$ cat src/hw/rtl/ilir_pkg.sv
// Package for the indexed list block: request/result payload types,
// request and status codes, per-cell control struct and size defaults.
// No dependencies.
`default_nettype none

package ilir_pkg;

    localparam int DEPTH_DEFAULT = 64;

    localparam int TYPE_W   = 2;
    localparam int POS_W    = 7;
    localparam int DATA_W   = 32;
    localparam int STATUS_W = 2;
    localparam int LEN_W    = 7;

    // Request codes
    localparam logic [TYPE_W-1:0] REQ_INSERT = 2'd0;
    localparam logic [TYPE_W-1:0] REQ_WRITE  = 2'd1;
    localparam logic [TYPE_W-1:0] REQ_REMOVE = 2'd2;
    localparam logic [TYPE_W-1:0] REQ_NONE   = 2'd3;

    // Status codes
    localparam logic [STATUS_W-1:0] ST_OK    = 2'd0;
    localparam logic [STATUS_W-1:0] ST_RANGE = 2'd1;
    localparam logic [STATUS_W-1:0] ST_EMPTY = 2'd2;
    localparam logic [STATUS_W-1:0] ST_FULL  = 2'd3;

    typedef struct packed {
        logic [TYPE_W-1:0]        req_type;
        logic [POS_W-1:0]         position;
        logic signed [DATA_W-1:0] data_in;
    } request_t;

    typedef struct packed {
        logic [STATUS_W-1:0]      status;
        logic signed [DATA_W-1:0] removed_value;
        logic [LEN_W-1:0]         length;
    } result_t;

    // Operation broadcast to every cell of the chain
    typedef struct packed {
        logic ins;   // open a gap at position, write data there
        logic wr;    // overwrite the entry at position
        logic rem;   // close the gap at position
    } cell_ctrl_t;

endpackage

`default_nettype wire

$ cat src/hw/rtl/ilir_ctrl.sv
// Request decode for the list: checks position against the count, picks
// status, cell operation and next count. Depends on ilir_pkg.
`default_nettype none

module ilir_ctrl #(
    parameter int DEPTH = ilir_pkg::DEPTH_DEFAULT,
    parameter int CW    = 7,
    parameter int VW    = 7
) (
    input  wire logic [ilir_pkg::TYPE_W-1:0]    req_type,
    input  wire logic [VW-1:0]                  pos,
    input  wire logic [CW-1:0]                  count,
    output ilir_pkg::cell_ctrl_t                ctrl,
    output logic [ilir_pkg::STATUS_W-1:0]       status,
    output logic [CW-1:0]                       count_next
);

    logic [VW-1:0] cnt_ext;
    logic          full;

    assign cnt_ext = VW'(count);
    assign full    = (count == CW'(DEPTH));

    always_comb
    begin
        ctrl       = '0;
        status     = ilir_pkg::ST_OK;
        count_next = count;
        unique case (req_type)
            ilir_pkg::REQ_INSERT:
            begin
                if (pos > cnt_ext)
                    status = ilir_pkg::ST_RANGE;
                else if (full)
                    status = ilir_pkg::ST_FULL;
                else
                begin
                    ctrl.ins   = 1'b1;
                    count_next = count + CW'(1);
                end
            end
            ilir_pkg::REQ_WRITE:
            begin
                if (pos > cnt_ext)
                    status = ilir_pkg::ST_RANGE;
                else if (pos == cnt_ext)
                begin
                    if (full)
                        status = ilir_pkg::ST_FULL;
                    else
                    begin
                        ctrl.wr    = 1'b1;
                        count_next = count + CW'(1);
                    end
                end
                else
                    ctrl.wr = 1'b1;
            end
            ilir_pkg::REQ_REMOVE:
            begin
                if (count == '0)
                    status = ilir_pkg::ST_EMPTY;
                else if (pos >= cnt_ext)
                    status = ilir_pkg::ST_RANGE;
                else
                begin
                    ctrl.rem   = 1'b1;
                    count_next = count - CW'(1);
                end
            end
            ilir_pkg::REQ_NONE:
            begin
                status = ilir_pkg::ST_OK;
            end
            default:
            begin
                status = ilir_pkg::ST_OK;
            end
        endcase
    end

endmodule

`default_nettype wire

$ cat config.mk
export PLATFORM = sky130hd
export DESIGN_NAME = ilir_ctrl
export DESIGN_NICKNAME = d
export VERILOG_FILES = /design/src/hw/rtl/ilir_pkg.sv /design/src/hw/rtl/ilir_ctrl.sv
export SDC_FILE = /design/constraint.sdc
export NUM_CORES = 1
export LEC_CHECK = 0
export ABC_AREA = 0
export BUFFER_PORTS_ARGS = -buffer_cell sky130_fd_sc_hd__buf_2
export CAP_MARGIN = 0
export CORE_MARGIN = 1
export CORE_UTILIZATION = 32
export DETAILED_ROUTE_END_ITERATION = 10
export RECOVER_POWER = 50
export SLEW_MARGIN = 20
export SYNTH_ARGS = -nofsm -noshare
export SYNTH_HDL_FRONTEND = slang
export SYNTH_SLANG_ARGS = --single-unit
$ cat constraint.sdc
create_clock -name vclk -period 3.3
set_input_delay 0.33 -clock vclk [all_inputs]
set_output_delay 0.33 -clock vclk [all_outputs]
set_load 0.05 [all_outputs]
==> results of run 1 <==
## where the power goes
group	switching, mW	leakage (nW)	internal, mW
Sequential	0	0	0
Combinational	0.123	0.442	0.0548
Clock	0	0	0
Total	0.123	0.442	0.0548
## what timing repair did
item / CTS / global route
setup endpoints to repair: 0 / 1
hold endpoints to repair: 0 / 0
gates resized for setup: 0 / 1
setup buffers: 0 / 0
## layer usage
metal	track usage	share of wire	vias up
li1	-	-	498
met1	0.2604	0.47	441
met2	0.3120	0.47	39
met3	0	0.064	0
met4	0.009009	0	0
met5	0	0	-
## final timing paths
check            end  cells after the start  startpoint
min    count_next[1]                      4    count[1]
max    count_next[6]                     10    count[4]
## cell type report
| class | instances | area, um^2 | share of cell area |
|---|---|---|---|
| Multi-Input combinational cell | 105 | 738.2 | 0.7733 |
| Timing Repair Buffer | 29 | 143.9 | 0.1507 |
| Inverter | 10 | 37.54 | 0.03932 |
| Tap cell | 28 | 35.03 | 0.03670 |
## cell families after synthesis
family,Yosys count,share of synthesized area
simple gates,55,0.3956
compound gates,35,0.3124
buf+inv,13,0.07849
fa+ha+maj,9,0.1413
mux,4,0.05024
xor+xnor,2,0.02198
## synth_stat cells (2+ instances only)
cell type  count
nor3_1         5
mux2i_1        4
nand2b_1       3
o21ai_0        3
a21oi_1       11
ha_1           9
nand2_1       13
or4_1          2
a211oi_1       3
o22ai_1        2
nand3_1        4
inv_1         10
nand4_1        2
a31oi_1        3
nand3b_1       2
xnor2_1        2
nor2_1        14
## tightest hold or removal path: cells and delay by family
kind | cells | cell delay (ns)
buffers and inverters | 2 | 0.34
AOI/OAI and AO/OA | 1 | 0.07
and+or+nand+nor | 1 | 0.06
## metrics by stage
step           instance area [um^2]  setup WS [ns]
2_1_floorplan                 797.0        0.03490
3_3_place_gp                  954.7         0.2207
3_5_place_dp                  954.7         0.2136
4_1_cts                       954.7         0.1914
5_1_grt                       954.7        0.06821
6_report                      954.7         0.1883
==> results.txt, run 1 <==
Tmin final: 3.112 ns
I/O Pins: 28
status: finished, final reports clean
core area: 2276 um^2
antenna violations before repair: 0
period utilization: 0.9430
storage element area: 0 um^2
Slowest cell on crit path: or4_1
Via density: 5.686
largest net degree at the start of global routing: 18
maximum VDD drop: 0.1136 mV
Largest delay share family, worst path: compound AO/OA/AOI/OAI gates
Slew HR: 0.6075
seq_cells: 0
initial core utilization: 0.3502
yosys warns: 0
# nets final: 171
slowest stage delay, CP: 0.52 ns
total power: 177.4 uW
WP data required: 2.97 ns
global-route wire length before repair: 3.788 mm
synthesized cell area: 797.0 um^2
crit path max fanout: 7
number of max-cap violations: 0
CP most frequent cell: buf_2
setup TNS: 0 ns
area grow syn2layout: 19.78%
max-slew violation count: 0
Die ar.: 2694 um^2
FMAX: 0.3214 GHz
hold_ws: 1.122 ns
drt pass-1 iters: 4
grt ovf: 0
DRC Markers: 0
commonest non-fill, non-tap cell in the layout: buf_2
top cells by area, synth: ha_1 (14%), a21oi_1 (6.9%), nor2_1 (6.6%)
Fill cells: 245
crit path cell chain: buf_2, inv_1, ha_1, a21oi_1, o21ai_2, o31ai_4, nand2b_1, or4_1, a32oi_1, buf_2
register area share after synthesis: 0
Synthesized Nets: 143
Crit path arrival time: 2.78 ns
Die Width: 51.91 um
overall routed net length: 2.370 mm
Final Instance Count excl. Fillers: 172
slew at the pin closest to its max-slew limit: 0.5913 ns
library cells used by synthesis: 43
gpl congestion: 0.8999
Crit Path Category: input port to output port
Avg Cell Area, Syn: 6.754 um^2
Syn Inst Count: 118
share of cells above drive strength 1: 0.2569
# port buffers: 28
Buf/Inv on CP: 3
hold_buf cts: 0
P per Cell Area: 185.8 nW/um^2
Yosys top cell by area: ha_1
RSZ-0062 raised after global routing: no
Crit. End Element: output port
CLK BUF: 0
Ant. Diodes: 0
num rows: 17
Hold Vio Cnt, Final: 0
post-DP HPWL: 1.952 mm
Total GRT Usage: 0.1806
crit path launch type: input port
top-area cell type share of the netlist area: 0.1413
Wirelength per Cell: 13.78 um
Setup-failing EPs final: 0
post-route ant nets: 0
Static Leak: 0.4416 nW
vias in the first global route: 848
most frequent cells in the layout: buf_2 (25), nor2_1 (14), nand2_1 (13)
placed cells: 172
via count: 978
type of the worst min-delay path: input port to output port
Die H: 51.91 um
Layout Utilization: 0.4195
DRT iter0 DRCs: 33
(Power assumes the default switching activity.)
==> run 2: changes to the inputs <==
--- a/config.mk
+++ b/config.mk
@@ -12,6 +12,8 @@
 export CORE_UTILIZATION = 32
 export DETAILED_ROUTE_END_ITERATION = 10
 export RECOVER_POWER = 50
+export REMOVE_ABC_BUFFERS = 1
+export SKIP_LAST_GASP = 1
 export SLEW_MARGIN = 20
 export SYNTH_ARGS = -nofsm -noshare
 export SYNTH_HDL_FRONTEND = slang
==> results.txt, run 2 (synthesis results as in run 1) <==
status: finished, final reports clean
num rows: 17
slowest stage delay, CP: 0.51 ns
crit path cell chain: buf_2, inv_1, ha_1, a21oi_1, o21ai_2, o31ai_4, nand2b_1, or4_1, a32oi_1, buf_2
type of the worst min-delay path: input port to output port
# port buffers: 28
Multi-input gate area: 738.2 um^2
DRT iter0 DRCs: 33
Ant. Diodes: 0
setup TNS: 0 ns
antenna violations before repair: 0
slew at the pin closest to its max-slew limit: 0.5976 ns
largest net degree at the start of global routing: 18
drt pass-1 iters: 4
global-route wire length before repair: 3.919 mm
via count: 989
period utilization: 0.9445
FMAX: 0.3208 GHz
vias in the first global route: 890
RSZ-0062 raised after global routing: no
initial core utilization: 0.3502
gpl congestion: 0.9092
seq_cells: 0
Wirelength per Cell: 13.99 um
max-slew violation count: 0
crit path launch type: input port
Static Leak: 0.4427 nW
number of max-cap violations: 0
most frequent cells in the layout: buf_2 (24), nor2_1 (14), nand2_1 (13)
Final Instance Count excl. Fillers: 173
overall routed net length: 2.421 mm
Crit path arrival time: 2.79 ns
maximum VDD drop: 0.1232 mV
Tmin final: 3.117 ns
Via density: 5.717
CP startpoint: count[4]
storage element area: 0 um^2
DRC Markers: 0
core area: 2276 um^2
CP most frequent cell: buf_2
Slowest cell on crit path: or4_1
P per Cell Area: 187.0 nW/um^2
Slew HR: 0.6033
CLK BUF: 0
pre-CTS WS: 0.2040 ns
crit path max fanout: 7
post-DP HPWL: 1.964 mm
Final WS setup: 0.1830 ns
Fill cells: 236
Layout Utilization: 0.4222
Crit Path Category: input port to output port
I/O Pins: 28
total power: 179.7 uW
placed cells: 173
Die ar.: 2694 um^2
share of cells above drive strength 1: 0.2552
Total GRT Usage: 0.1850
commonest non-fill, non-tap cell in the layout: buf_2
Die H: 51.91 um
Crit. End Element: output port
Die Width: 51.91 um
# nets final: 172
WP data required: 2.97 ns
Hold Vio Cnt, Final: 0
area grow syn2layout: 20.57%
Setup-failing EPs final: 0
post-route ant nets: 0
CP endpoint: count_next[6]
grt ovf: 0
## run 2: critical path, delay by kind of cell
kind	cells	cell delay [ns]
adders and majority gates	1	0.31
AOI/OAI and AO/OA	4	0.88
buffers and inverters	3	0.62
and+or+nand+nor	2	0.63
## run 2: worst min path at each step
stage | start | to | cells after the start
6_report | count[1] | count_next[1] | 4
5_1_grt | count[1] | count_next[1] | 4
4_1_cts | count[1] | count_next[1] | 4
3_5_place_dp | count[1] | count_next[1] | 4
3_3_place_gp | count[1] | count_next[1] | 4
2_1_floorplan | req_type[0] | ctrl[2] | 1
## run 2: per-stage QoR
stage	area [um^2]	hold WS (ns)
floorplan	772.0	0.8395
global placement	962.2	1.120
detailed placement	962.2	1.125
CTS	962.2	1.126
global route	960.9	1.146
finish	960.9	1.128
## run 2: what timing repair did
| item | in CTS | in global routing |
|---|---|---|
| setup buffers | 0 | 0 |
| hold buffers | 0 | 0 |
| setup endpoints to repair | 0 | 1 |
| gates resized for setup | 0 | 1 |
## run 2: routing by layer
layer / up-vias / part of all wire / GRT usage
met5: - / 0 / 0
met4: 0 / 0 / 0.004505
met3: 0 / 0.060 / 0.005848
met2: 37 / 0.46 / 0.3333
met1: 452 / 0.48 / 0.2539
li1: 500 / - / -
## run 2: where the power goes
part | total [mW] | internal (mW) | switching [mW] | leakage [nW]
registers | 0 | 0 | 0 | 0
logic | 0.180 | 0.0563 | 0.123 | 0.443
clock network | 0 | 0 | 0 | 0
## run 2: cell type report
cell class	instances	area share
Tap cell	28	0.03646
Multi-Input combinational cell	105	0.7682
Timing Repair Buffer	30	0.1562
Inverter	10	0.03906
