[src/hw/rtl/ilir_pkg.sv]
// Package for the indexed list block: request/result payload types,
// request and status codes, per-cell control struct and size defaults.
// No dependencies.
`default_nettype none

package ilir_pkg;

    localparam int DEPTH_DEFAULT = 64;

    localparam int TYPE_W   = 2;
    localparam int POS_W    = 7;
    localparam int DATA_W   = 32;
    localparam int STATUS_W = 2;
    localparam int LEN_W    = 7;

    // Request codes
    localparam logic [TYPE_W-1:0] REQ_INSERT = 2'd0;
    localparam logic [TYPE_W-1:0] REQ_WRITE  = 2'd1;
    localparam logic [TYPE_W-1:0] REQ_REMOVE = 2'd2;
    localparam logic [TYPE_W-1:0] REQ_NONE   = 2'd3;

    // Status codes
    localparam logic [STATUS_W-1:0] ST_OK    = 2'd0;
    localparam logic [STATUS_W-1:0] ST_RANGE = 2'd1;
    localparam logic [STATUS_W-1:0] ST_EMPTY = 2'd2;
    localparam logic [STATUS_W-1:0] ST_FULL  = 2'd3;

    typedef struct packed {
        logic [TYPE_W-1:0]        req_type;
        logic [POS_W-1:0]         position;
        logic signed [DATA_W-1:0] data_in;
    } request_t;

    typedef struct packed {
        logic [STATUS_W-1:0]      status;
        logic signed [DATA_W-1:0] removed_value;
        logic [LEN_W-1:0]         length;
    } result_t;

    // Operation broadcast to every cell of the chain
    typedef struct packed {
        logic ins;   // open a gap at position, write data there
        logic wr;    // overwrite the entry at position
        logic rem;   // close the gap at position
    } cell_ctrl_t;

endpackage

`default_nettype wire

[src/hw/rtl/ilir_cell.sv]
// One list cell: holds a single entry and takes its neighbor's value
// on a shift. Depends on ilir_pkg.
`default_nettype none

module ilir_cell #(
    parameter int VW  = 7,
    parameter int IDX = 0
) (
    input  wire logic                              clk,
    input  wire ilir_pkg::cell_ctrl_t              ctrl,
    input  wire logic [VW-1:0]                     pos,
    input  wire logic signed [ilir_pkg::DATA_W-1:0] data,
    input  wire logic signed [ilir_pkg::DATA_W-1:0] left_value,
    input  wire logic signed [ilir_pkg::DATA_W-1:0] right_value,
    output logic signed [ilir_pkg::DATA_W-1:0]      value,
    output logic signed [ilir_pkg::DATA_W-1:0]      sel_value
);

    localparam logic [VW-1:0] MY_IDX = VW'(IDX);

    logic signed [ilir_pkg::DATA_W-1:0] value_reg;
    logic signed [ilir_pkg::DATA_W-1:0] value_next;
    logic                               at_pos;
    logic                               above_pos;

    assign at_pos    = (MY_IDX == pos);
    assign above_pos = (MY_IDX > pos);

    always_comb
    begin
        value_next = value_reg;
        if (ctrl.ins && above_pos)
            value_next = left_value;
        else if ((ctrl.ins || ctrl.wr) && at_pos)
            value_next = data;
        else if (ctrl.rem && (above_pos || at_pos))
            value_next = right_value;
    end

    always_ff @(posedge clk)
    begin
        value_reg <= value_next;
    end

    assign value     = value_reg;
    // Drive own entry onto the read bus only when addressed
    assign sel_value = at_pos ? value_reg : '0;

endmodule

`default_nettype wire

[config.mk]
export PLATFORM = sky130hd
export DESIGN_NAME = ilir_cell
export DESIGN_NICKNAME = d
export VERILOG_FILES = /design/src/hw/rtl/ilir_pkg.sv /design/src/hw/rtl/ilir_cell.sv
export SDC_FILE = /design/constraint.sdc
export NUM_CORES = 1
export LEC_CHECK = 0
export BUFFER_PORTS_ARGS = -buffer_cell sky130_fd_sc_hd__buf_4
export CELL_PAD_IN_SITES_DETAIL_PLACEMENT = 1
export CELL_PAD_IN_SITES_GLOBAL_PLACEMENT = 1
export CORE_MARGIN = 2
export CORE_UTILIZATION = 23
export CTS_CLUSTER_SIZE = 8
export DETAILED_ROUTE_END_ITERATION = 12
export PLACE_DENSITY_LB_ADDON = 0.25
export SLEW_MARGIN = 10
export SYNTH_ARGS = -nofsm -noshare
export SYNTH_HDL_FRONTEND = slang
export SYNTH_SLANG_ARGS = --single-unit
[constraint.sdc]
create_clock -name clk -period 1.94 [get_ports clk]
set_clock_uncertainty 0.15 [all_clocks]
set_input_delay 0.097 -clock clk [delete_from_list [all_inputs] [get_ports clk]]
set_output_delay 0.097 -clock clk [all_outputs]
set_load 0.005 [all_outputs]
==> impl_metrics.csv, run 1 <==
group,metric,value,unit
outcome,status,"finished clean",
floorplan,num_rows,31,
cells_and_area,drive_gt1_share,60.5,%
clocking,h-tree-depth,2,
setup_path,critPathSlowestCell,"dlygate4sd3_1",
setup_path,crit_chain,"buf_4, nor4_4, nand3_4, buf_12, mux2_4, dlygate4sd3_1",
global_routing,grt-ovfl-total,0,
placed_design,routabilityCongestion,0.646,
sta,slew_headroom,79.4,%
sta,drv_slew,0,
cells_and_area,layout.nets,426,
sta,setup_violations,0,
sta,fin_crit,1.90,ns
synthesis,syn_area,1760,um^2
pwr,peakVddDrop,0.210,mV
setup_path,critPathLaunchType,"input port",
setup_path,cp-end-kind,"register",
route,wl_per_cell,16.1,um
floorplan,die_h,91.5,um
pwr,pwr-share-seq,48.5,%
cells_and_area,regArea,961,um^2
global_routing,antenna_found_initial,0,
route,ant_nets,0,
route,vias,1801,
setup_path,path_depth,6,
sta,worstMarginPinSlew,0.306,ns
synthesis,syn-num-nets,217,
setup_path,cp.buffers_inverters,3,
clocking,cts.sinks,32,
route,dr.pass1.iters,4,
setup_path,crit_fanout,18,
pwr,cellInternalPower,1.25,mW
cells_and_area,fillers,777,
global_routing,grt_max_degree,33,
cells_and_area,fin_cells,418,
floorplan,dieWidth,91.5,um
hold_path,hold_path.class,"in -> reg",
pwr,p_leak,1.94,nW
floorplan,core-area,7330,um^2
setup_path,arrival,1.77,ns
setup_path,worstPathRequired,1.81,ns
global_routing,grt_pass1_vias,1978,
setup_path,crit_family,"buffers and inverters",
run,cap_violations,0,
global_routing,grt_usage,15.7,%
placed_design,placed_area,2970,um^2
hold_path,holdPathStages,3,
setup_path,slowest_delay,0.55,ns
synthesis,ys_seq_area_share,54.6,%
synthesis,synth_area_per_cell,16.0,um^2
placed_design,dp_cells,345,
pwr,swShare,20.7,%
route,wl,6720,um
route,avgViaCountPerCell,4.31,
sta,clock.fmax,526,MHz
pwr,p_switching,327,uW
pwr,power_density,423,nW/um^2
synthesis,yosysUniqueCellTypes,12,
global_routing,grt_pass1_wl,10200,um
sta,period_share,97.9,%
cells_and_area,final_area,3730,um^2
placed_design,port_buffers,138,
sta,hold_ws,0.155,ns
setup_path,criticalPathCategory,"in -> reg",
clocking,cts_root_buf,"clkbuf_8",
route,drc,0,
route,drt_iter0_markers,42,
cells_and_area,largest_register_ffs,32,
floorplan,ios,171,
sta,hold_violations,0,
synthesis,yosysWarnings,0,
cells_and_area,fin_util,50.9,%
cells_and_area,insertedDiodeCount,0,
cells_and_area,multi_input_area,748,um^2
sta,fin_ws,0.0401,ns
floorplan,die_area,8360,um^2
pwr,clock_power_share,31.0,%
floorplan,floorplan.initialDensity,24.0,%
placed_design,dpl_worst_slack,0.272,ns
placed_design,dp_hpwl,4380,um
clocking,cts_tree,"done",
clocking,clkTransAtPathRegs,0.06,ns
synthesis,syn_inst,110,
cells_and_area,areaGrowthSynthToFinish,112,%
clocking,cts_buffer_depth,2,
synthesis,ys_ff_latch,32,
clocking,numCtsBuffers,5,
pwr,p_comb_share,20.5,%
## Yosys cell counts
| cell type | count | area share [%] |
|---|---|---|
| nor4_4 | 1 | 1.2 |
| edfxtp_1 | 32 | 55 |
| o211a_1 | 1 | 0.57 |
| mux2_4 | 30 | 26 |
| mux2_2 | 2 | 1.3 |
| or2_2 | 1 | 0.36 |
| nor3_2 | 1 | 0.57 |
| and3_2 | 3 | 1.3 |
| nand3_4 | 1 | 1.0 |
| and3_1 | 29 | 10 |
| clkbuf_1 | 6 | 1.3 |
| buf_6 | 3 | 1.9 |
## worst min-delay path, stage by stage
cell	delay [ns]
buf_4	0.08
mux2_4	0.12
dlymetal6s4s_1	0.17
## layout make-up
cell class	count	share of cell area [%]
clock buffers	6	1.94
clock inverters	1	0.134
multi-input cells	69	20.0
flip-flops and latches	32	25.7
well taps	99	3.32
repair buffers	211	48.8
## repair_timing
action / in CTS / in global routing
endpoints found under the setup margin: 0 / 32
buffers inserted: 0 / 2
hold endpoints to repair: 32 / 0
gates resized for setup: 0 / 11
hold buffers: 64 / 0
## metrics by stage
step	power [mW]	TNS (ns)
after floorplan	0.850	0
after global placement	0.987	0
after detailed placement	0.993	0
after CTS	1.59	0
after global routing	1.65	-0.00268
final	1.58	0
## cells in the final DEF, fill, tap and decap left out
cell type and instances:
nor4_4 1, buf_12 4, edfxtp_1 32, mux2_2 2
o211a_2 1, nand3_4 1, dlymetal6s4s_1 11, clkbuf_1 1
or2_2 1, buf_4 143, clkbuf_8 5, and3_1 29
mux2_4 30, nor3_4 1, and3_2 3, dlygate4sd3_1 53
clkinv_2 1
## final timing paths
path                  from                   to
hold / removal    data[14]  value[14]$_DFFE_PP_
setup / recovery    pos[0]  value[20]$_DFFE_PP_
## metal layers
layer,part of all wire [%],global-route usage [%],wire (um),up-vias
li1,-,-,-,839
met1,34,15.5,2280,875
met2,57,30.9,3820,81
met3,7.9,5.15,534,6
met4,1.2,4.04,80,0
met5,0,0,0,-
## power groups by stage
stage / Sequential, mW / Clock, mW / Combinational (mW)
6_report: 0.767 / 0.489 / 0.325
5_1_grt: 0.767 / 0.531 / 0.347
4_1_cts: 0.766 / 0.516 / 0.313
3_5_place_dp: 0.782 / 0 / 0.211
3_3_place_gp: 0.782 / 0 / 0.205
2_1_floorplan: 0.782 / 0 / 0.0683
## cells by family after synthesis
kind of cell           count (synthesis)  share of synthesized area [%]
buffers and inverters                  9                           3.20
AO/OA/AOI/OAI                          1                          0.569
multiplexers                          32                           26.9
AND/OR/NAND/NOR                       36                           14.7
flip-flops                            32                           54.6
Note: power is estimated with default switching activity, not from simulation.
==> inputs of run 2 (changes only) <==
- SETUP_SLACK_MARGIN: not set -> 0.5
==> impl_metrics.csv, run 2 (synthesis results as in run 1) <==
group,metric,value,unit
floorplan,ios,171,
setup_path,criticalPathCategory,"in -> reg",
clocking,cts_tree,"done",
setup_path,crit_chain,"buf_4, nor4_4, buf_4, nand3_4, buf_12, mux2_4",
sta,finalSetupTns,0,ns
setup_path,crit_fanout,32,
floorplan,core-area,7330,um^2
cells_and_area,final_area,3710,um^2
setup_path,critPathSlowestCell,"mux2_4",
cells_and_area,layout.nets,426,
sta,setup_violations,0,
cells_and_area,drive_gt1_share,60.6,%
route,wl_per_cell,15.7,um
clocking,cts_buffer_depth,2,
hold_path,hold_start,"ctrl[0]",
hold_path,hold_path.class,"in -> reg",
route,wl,6560,um
floorplan,die_h,91.5,um
outcome,status,"finished clean",
floorplan,floorplan.initialDensity,24.0,%
global_routing,grt-ovfl-total,0,
global_routing,grt_pass1_vias,1952,
setup_path,cp-end-kind,"register",
cells_and_area,areaGrowthSynthToFinish,111,%
pwr,cellInternalPower,1.25,mW
pwr,pwr-share-seq,48.7,%
setup_path,cp_common_cell,"buf_4",
hold_path,hold_end,"value[30]$_DFFE_PP_",
sta,fin_crit,1.40,ns
placed_design,placed_area,2970,um^2
sta,clock.fmax,714,MHz
floorplan,dieWidth,91.5,um
pwr,swShare,20.7,%
clocking,cts_root_buf,"clkbuf_8",
sta,rsz0062_at_grt,"true",
floorplan,die_area,8360,um^2
setup_path,worstPathRequired,1.81,ns
cells_and_area,final_common_cell,"buf_4",
cells_and_area,layout_common_cells,"buf_4 (142), dlygate4sd3_1 (64), edfxtp_1 (32)",
sta,hold_violations,0,
run,cap_violations,0,
route,avgViaCountPerCell,4.17,
setup_path,critPathLaunchType,"input port",
cells_and_area,largest_register_ffs,32,
clocking,cts.sinks,32,
setup_path,slowest_delay,0.33,ns
cells_and_area,insertedDiodeCount,0,
global_routing,grt_usage,15.2,%
pwr,clock_power_share,30.8,%
route,drt_iter0_markers,25,
route,dr.pass1.iters,4,
route,drc,0,
global_routing,grt_pass1_wl,9900,um
route,ant_nets,0,
pwr,peakVddDrop,0.238,mV
sta,worstMarginPinSlew,0.261,ns
placed_design,dp_hpwl,4460,um
global_routing,antenna_found_initial,0,
clocking,numCtsBuffers,5,
sta,drv_slew,0,
placed_design,port_buffers,138,
pwr,power_density,424,nW/um^2
pwr,p_comb_share,20.4,%
floorplan,num_rows,31,
placed_design,routabilityCongestion,0.691,
sta,period_share,72.2,%
route,vias,1746,
global_routing,grt_max_degree,33,
pwr,p_leak,1.85,nW
pwr,p_switching,326,uW
clocking,h-tree-depth,2,
sta,slew_headroom,82.6,%
hold_path,holdPathStages,3,
setup_path,arrival,1.27,ns
clocking,clkTransAtPathRegs,0.07,ns
[run 2: worst max-delay path by stage]
| stage | start | to | slack, ns | cells after the start |
|---|---|---|---|---|
| 6_report | pos[0] | value[13]$_DFFE_PP_ | 0.54 | 6 |
| 5_1_grt | pos[0] | sel_value[12] | 0.49 | 6 |
| 3_5_place_dp | pos[4] | value[13]$_DFFE_PP_ | 0.19 | 5 |
| 3_3_place_gp | pos[4] | value[16]$_DFFE_PP_ | 0.21 | 5 |
| 4_1_cts | pos[0] | sel_value[0] | 0.55 | 6 |
| 2_1_floorplan | pos[4] | value[0]$_DFFE_PP_ | 0.34 | 3 |
[run 2: metal layers]
layer	vias to the layer above	track usage (%)	share of wire [%]
met1	837	15.0	35
met3	6	2.32	4.5
li1	842	-	-
met4	0	4.42	1.1
met5	-	0	0
met2	61	31.4	60
[run 2: metrics by stage]
stage               util [%]  cells  setup WS (ns)  hold WS, ns  total power, mW
detailed placement      40.5    345          0.185        0.251            0.992
finish                  50.6    419          0.540        0.225             1.57
CTS                     50.5    419          0.546        0.217             1.60
floorplan                  -    110          0.343        0.164            0.852
global route            50.6    419          0.491        0.226             1.65
global placement        40.5    345          0.208        0.248            0.986
[run 2: repair_timing]
action | in CTS | in global routing
resized for setup | 0 | 2
hold buffers | 64 | 0
setup buffers | 2 | 0
pin swaps | 1 | 0
cloned | 0 | 0
endpoints found under the hold margin | 32 | 0
endpoints found under the setup margin | 49 | 23
[run 2: cell type report]
class                   instances  area [um^2]
multi-input cells              69          756
clock inverters                 3         13.8
clock buffers                   5         68.8
repair buffers                211         1790
well taps                      99          124
flip-flops and latches         32          961
fillers                       767         3620
[run 2: worst max-delay path, delay by kind of cell]
family,cells,cell delay [ns]
buffers and inverters,3,0.51
muxes,1,0.33
and+or+nand+nor,2,0.32
[run 2: power groups by stage]
stage | logic [mW] | registers [mW] | clock network (mW)
finish | 0.321 | 0.767 | 0.485
global route | 0.345 | 0.767 | 0.539
CTS | 0.319 | 0.767 | 0.513
detailed placement | 0.210 | 0.782 | 0
global placement | 0.204 | 0.782 | 0
floorplan | 0.0694 | 0.782 | 0
==> inputs of run 3 (changes only) <==
- clock period: 1.94 -> 1.2 ns (I/O delays scaled with it)
==> impl_metrics.csv, run 3 (synthesis results as in run 1) <==
group,metric,value,unit
clocking,clkTransAtPathRegs,0.07,ns
route,drc,0,
global_routing,grt_pass1_wl,10200,um
sta,period_share,120,%
global_routing,grt-ovfl-total,0,
hold_path,hold_end,"value[11]$_DFFE_PP_",
floorplan,die_h,91.5,um
route,avgViaCountPerCell,4.39,
cells_and_area,largest_register_ffs,32,
setup_path,criticalPathCategory,"in -> reg",
outcome,status,"finished, violations left",
clocking,numCtsBuffers,5,
pwr,power_density,707,nW/um^2
floorplan,floorplan.initialDensity,24.0,%
global_routing,grt_max_degree,17,
pwr,power.total,2.67,mW
placed_design,port_buffers,138,
clocking,cts_buffer_depth,2,
sta,slew_headroom,84.0,%
pwr,swShare,19.4,%
setup_path,cp-end-kind,"register",
hold_path,hold_start,"right_value[11]",
cells_and_area,drive_gt1_share,80.9,%
route,dr.pass1.iters,3,
sta,drv_slew,0,
floorplan,num_rows,31,
outcome,failed_checks,"negative hold slack, negative setup slack",
floorplan,dieWidth,91.5,um
pwr,clock_power_share,37.5,%
hold_path,hold_path.class,"in -> reg",
sta,fin_ws,-0.234,ns
setup_path,arrival,1.32,ns
pwr,p_comb_share,16.0,%
cells_and_area,areaGrowthSynthToFinish,115,%
cells_and_area,layout_common_cells,"buf_4 (107), buf_6 (46), edfxtp_1 (32)",
pwr,peakVddDrop,0.466,mV
route,vias,1672,
sta,finalSetupTns,-16.68,ns
run,cap_violations,0,
route,wl,7150,um
cells_and_area,insertedDiodeCount,0,
sta,hold_ws,-0.0746,ns
cells_and_area,fin_util,51.6,%
floorplan,die_area,8360,um^2
placed_design,routabilityCongestion,0.694,
clocking,cts_tree,"done",
hold_path,holdPathStages,2,
sta,clock.fmax,697,MHz
pwr,p_leak,1.85,nW
global_routing,grt_usage,16.2,%
setup_path,crit_fanout,7,
setup_path,worstPathRequired,1.08,ns
global_routing,grt_pass1_vias,1839,
global_routing,antenna_found_initial,0,
pwr,pwr-share-seq,46.5,%
floorplan,ios,171,
sta,hold_violations,32,
route,drt_iter0_markers,37,
clocking,cts_root_buf,"clkbuf_8",
setup_path,critPathLaunchType,"input port",
pwr,cellInternalPower,2.15,mW
pwr,p_switching,519,uW
sta,worstMarginPinSlew,0.239,ns
sta,rsz0062_at_grt,"true",
clocking,cts.sinks,32,
floorplan,core-area,7330,um^2
route,ant_nets,0,
route,wl_per_cell,18.8,um
placed_design,dpl_worst_slack,-0.481,ns
cells_and_area,final_common_cell,"buf_4",
sta,fin_crit,1.43,ns
placed_design,dp_hpwl,4480,um
cells_and_area,layout.nets,388,
sta,setup_violations,96,
clocking,h-tree-depth,2,
run 3: cell count changes in the layout (fill, tap and decap cells not counted), sizes merged:
| cell | before | now |
|---|---|---|
| buf | 147 | 169 |
| bufinv | 0 | 1 |
| clkinv | 3 | 2 |
| bufbuf | 0 | 2 |
| clkbuf | 5 | 7 |
| dlygate4sd3 | 64 | 0 |
run 3: repair_timing:
item	CTS	global route
endpoints found under the setup margin	128	128
setup buffers	14	1
pin swaps	1	1
gates resized for setup	43	31
endpoints found under the hold margin	32	32
gates cloned	8	2
run 3: how the worst max path moves through the flow:
| stage | slack [ns] | cells after the start | from | end |
|---|---|---|---|---|
| global placement | -0.44 | 5 | pos[4] | value[3]$_DFFE_PP_ |
| global route | -0.27 | 7 | pos[0] | value[14]$_DFFE_PP_ |
| CTS | -0.20 | 7 | pos[0] | value[14]$_DFFE_PP_ |
| detailed placement | -0.48 | 5 | pos[4] | value[9]$_DFFE_PP_ |
| floorplan | -0.36 | 3 | pos[4] | value[0]$_DFFE_PP_ |
| finish | -0.23 | 7 | pos[0] | value[7]$_DFFE_PP_ |
run 3: critical path, cell delays in order:
cell     delay, ns
buf_6         0.10
nor4_4        0.29
buf_4         0.18
nand3_4       0.09
buf_4         0.16
buf_12        0.14
mux2_4        0.29
run 3: power groups by stage:
| stage | registers (mW) | logic (mW) | clock network [mW] |
|---|---|---|---|
| CTS | 1.24 | 0.412 | 1.03 |
| detailed placement | 1.26 | 0.347 | 0 |
| floorplan | 1.26 | 0.112 | 0 |
| global route | 1.24 | 0.453 | 1.07 |
| global placement | 1.26 | 0.340 | 0 |
| finish | 1.24 | 0.427 | 1.00 |
run 3: routing by layer:
metal	vias to the layer above	share of wire [%]	global-route usage [%]
li1	772	-	-
met1	826	35	16.6
met2	68	58	31.8
met3	6	5.7	3.90
met4	0	1.6	5.18
met5	-	0	0
run 3: stage by stage:
stage | hold slack [ns] | instances | cell area, um^2
3_3_place_gp | 0.211 | 348 | 3000
2_1_floorplan | 0.127 | 110 | 1770
5_1_grt | -0.0892 | 381 | 3780
4_1_cts | -0.0838 | 378 | 3590
6_report | -0.0746 | 381 | 3780
3_5_place_dp | 0.213 | 348 | 3000
run 3: layout make-up:
| cell class | count | area, um^2 |
|---|---|---|
| multi-input combinational | 69 | 812 |
| sequential | 32 | 961 |
| fill | 752 | 3550 |
| timing repair buffer | 173 | 1780 |
| clock buffer | 5 | 68.8 |
| tap | 99 | 124 |
| clock inverter | 3 | 37.5 |
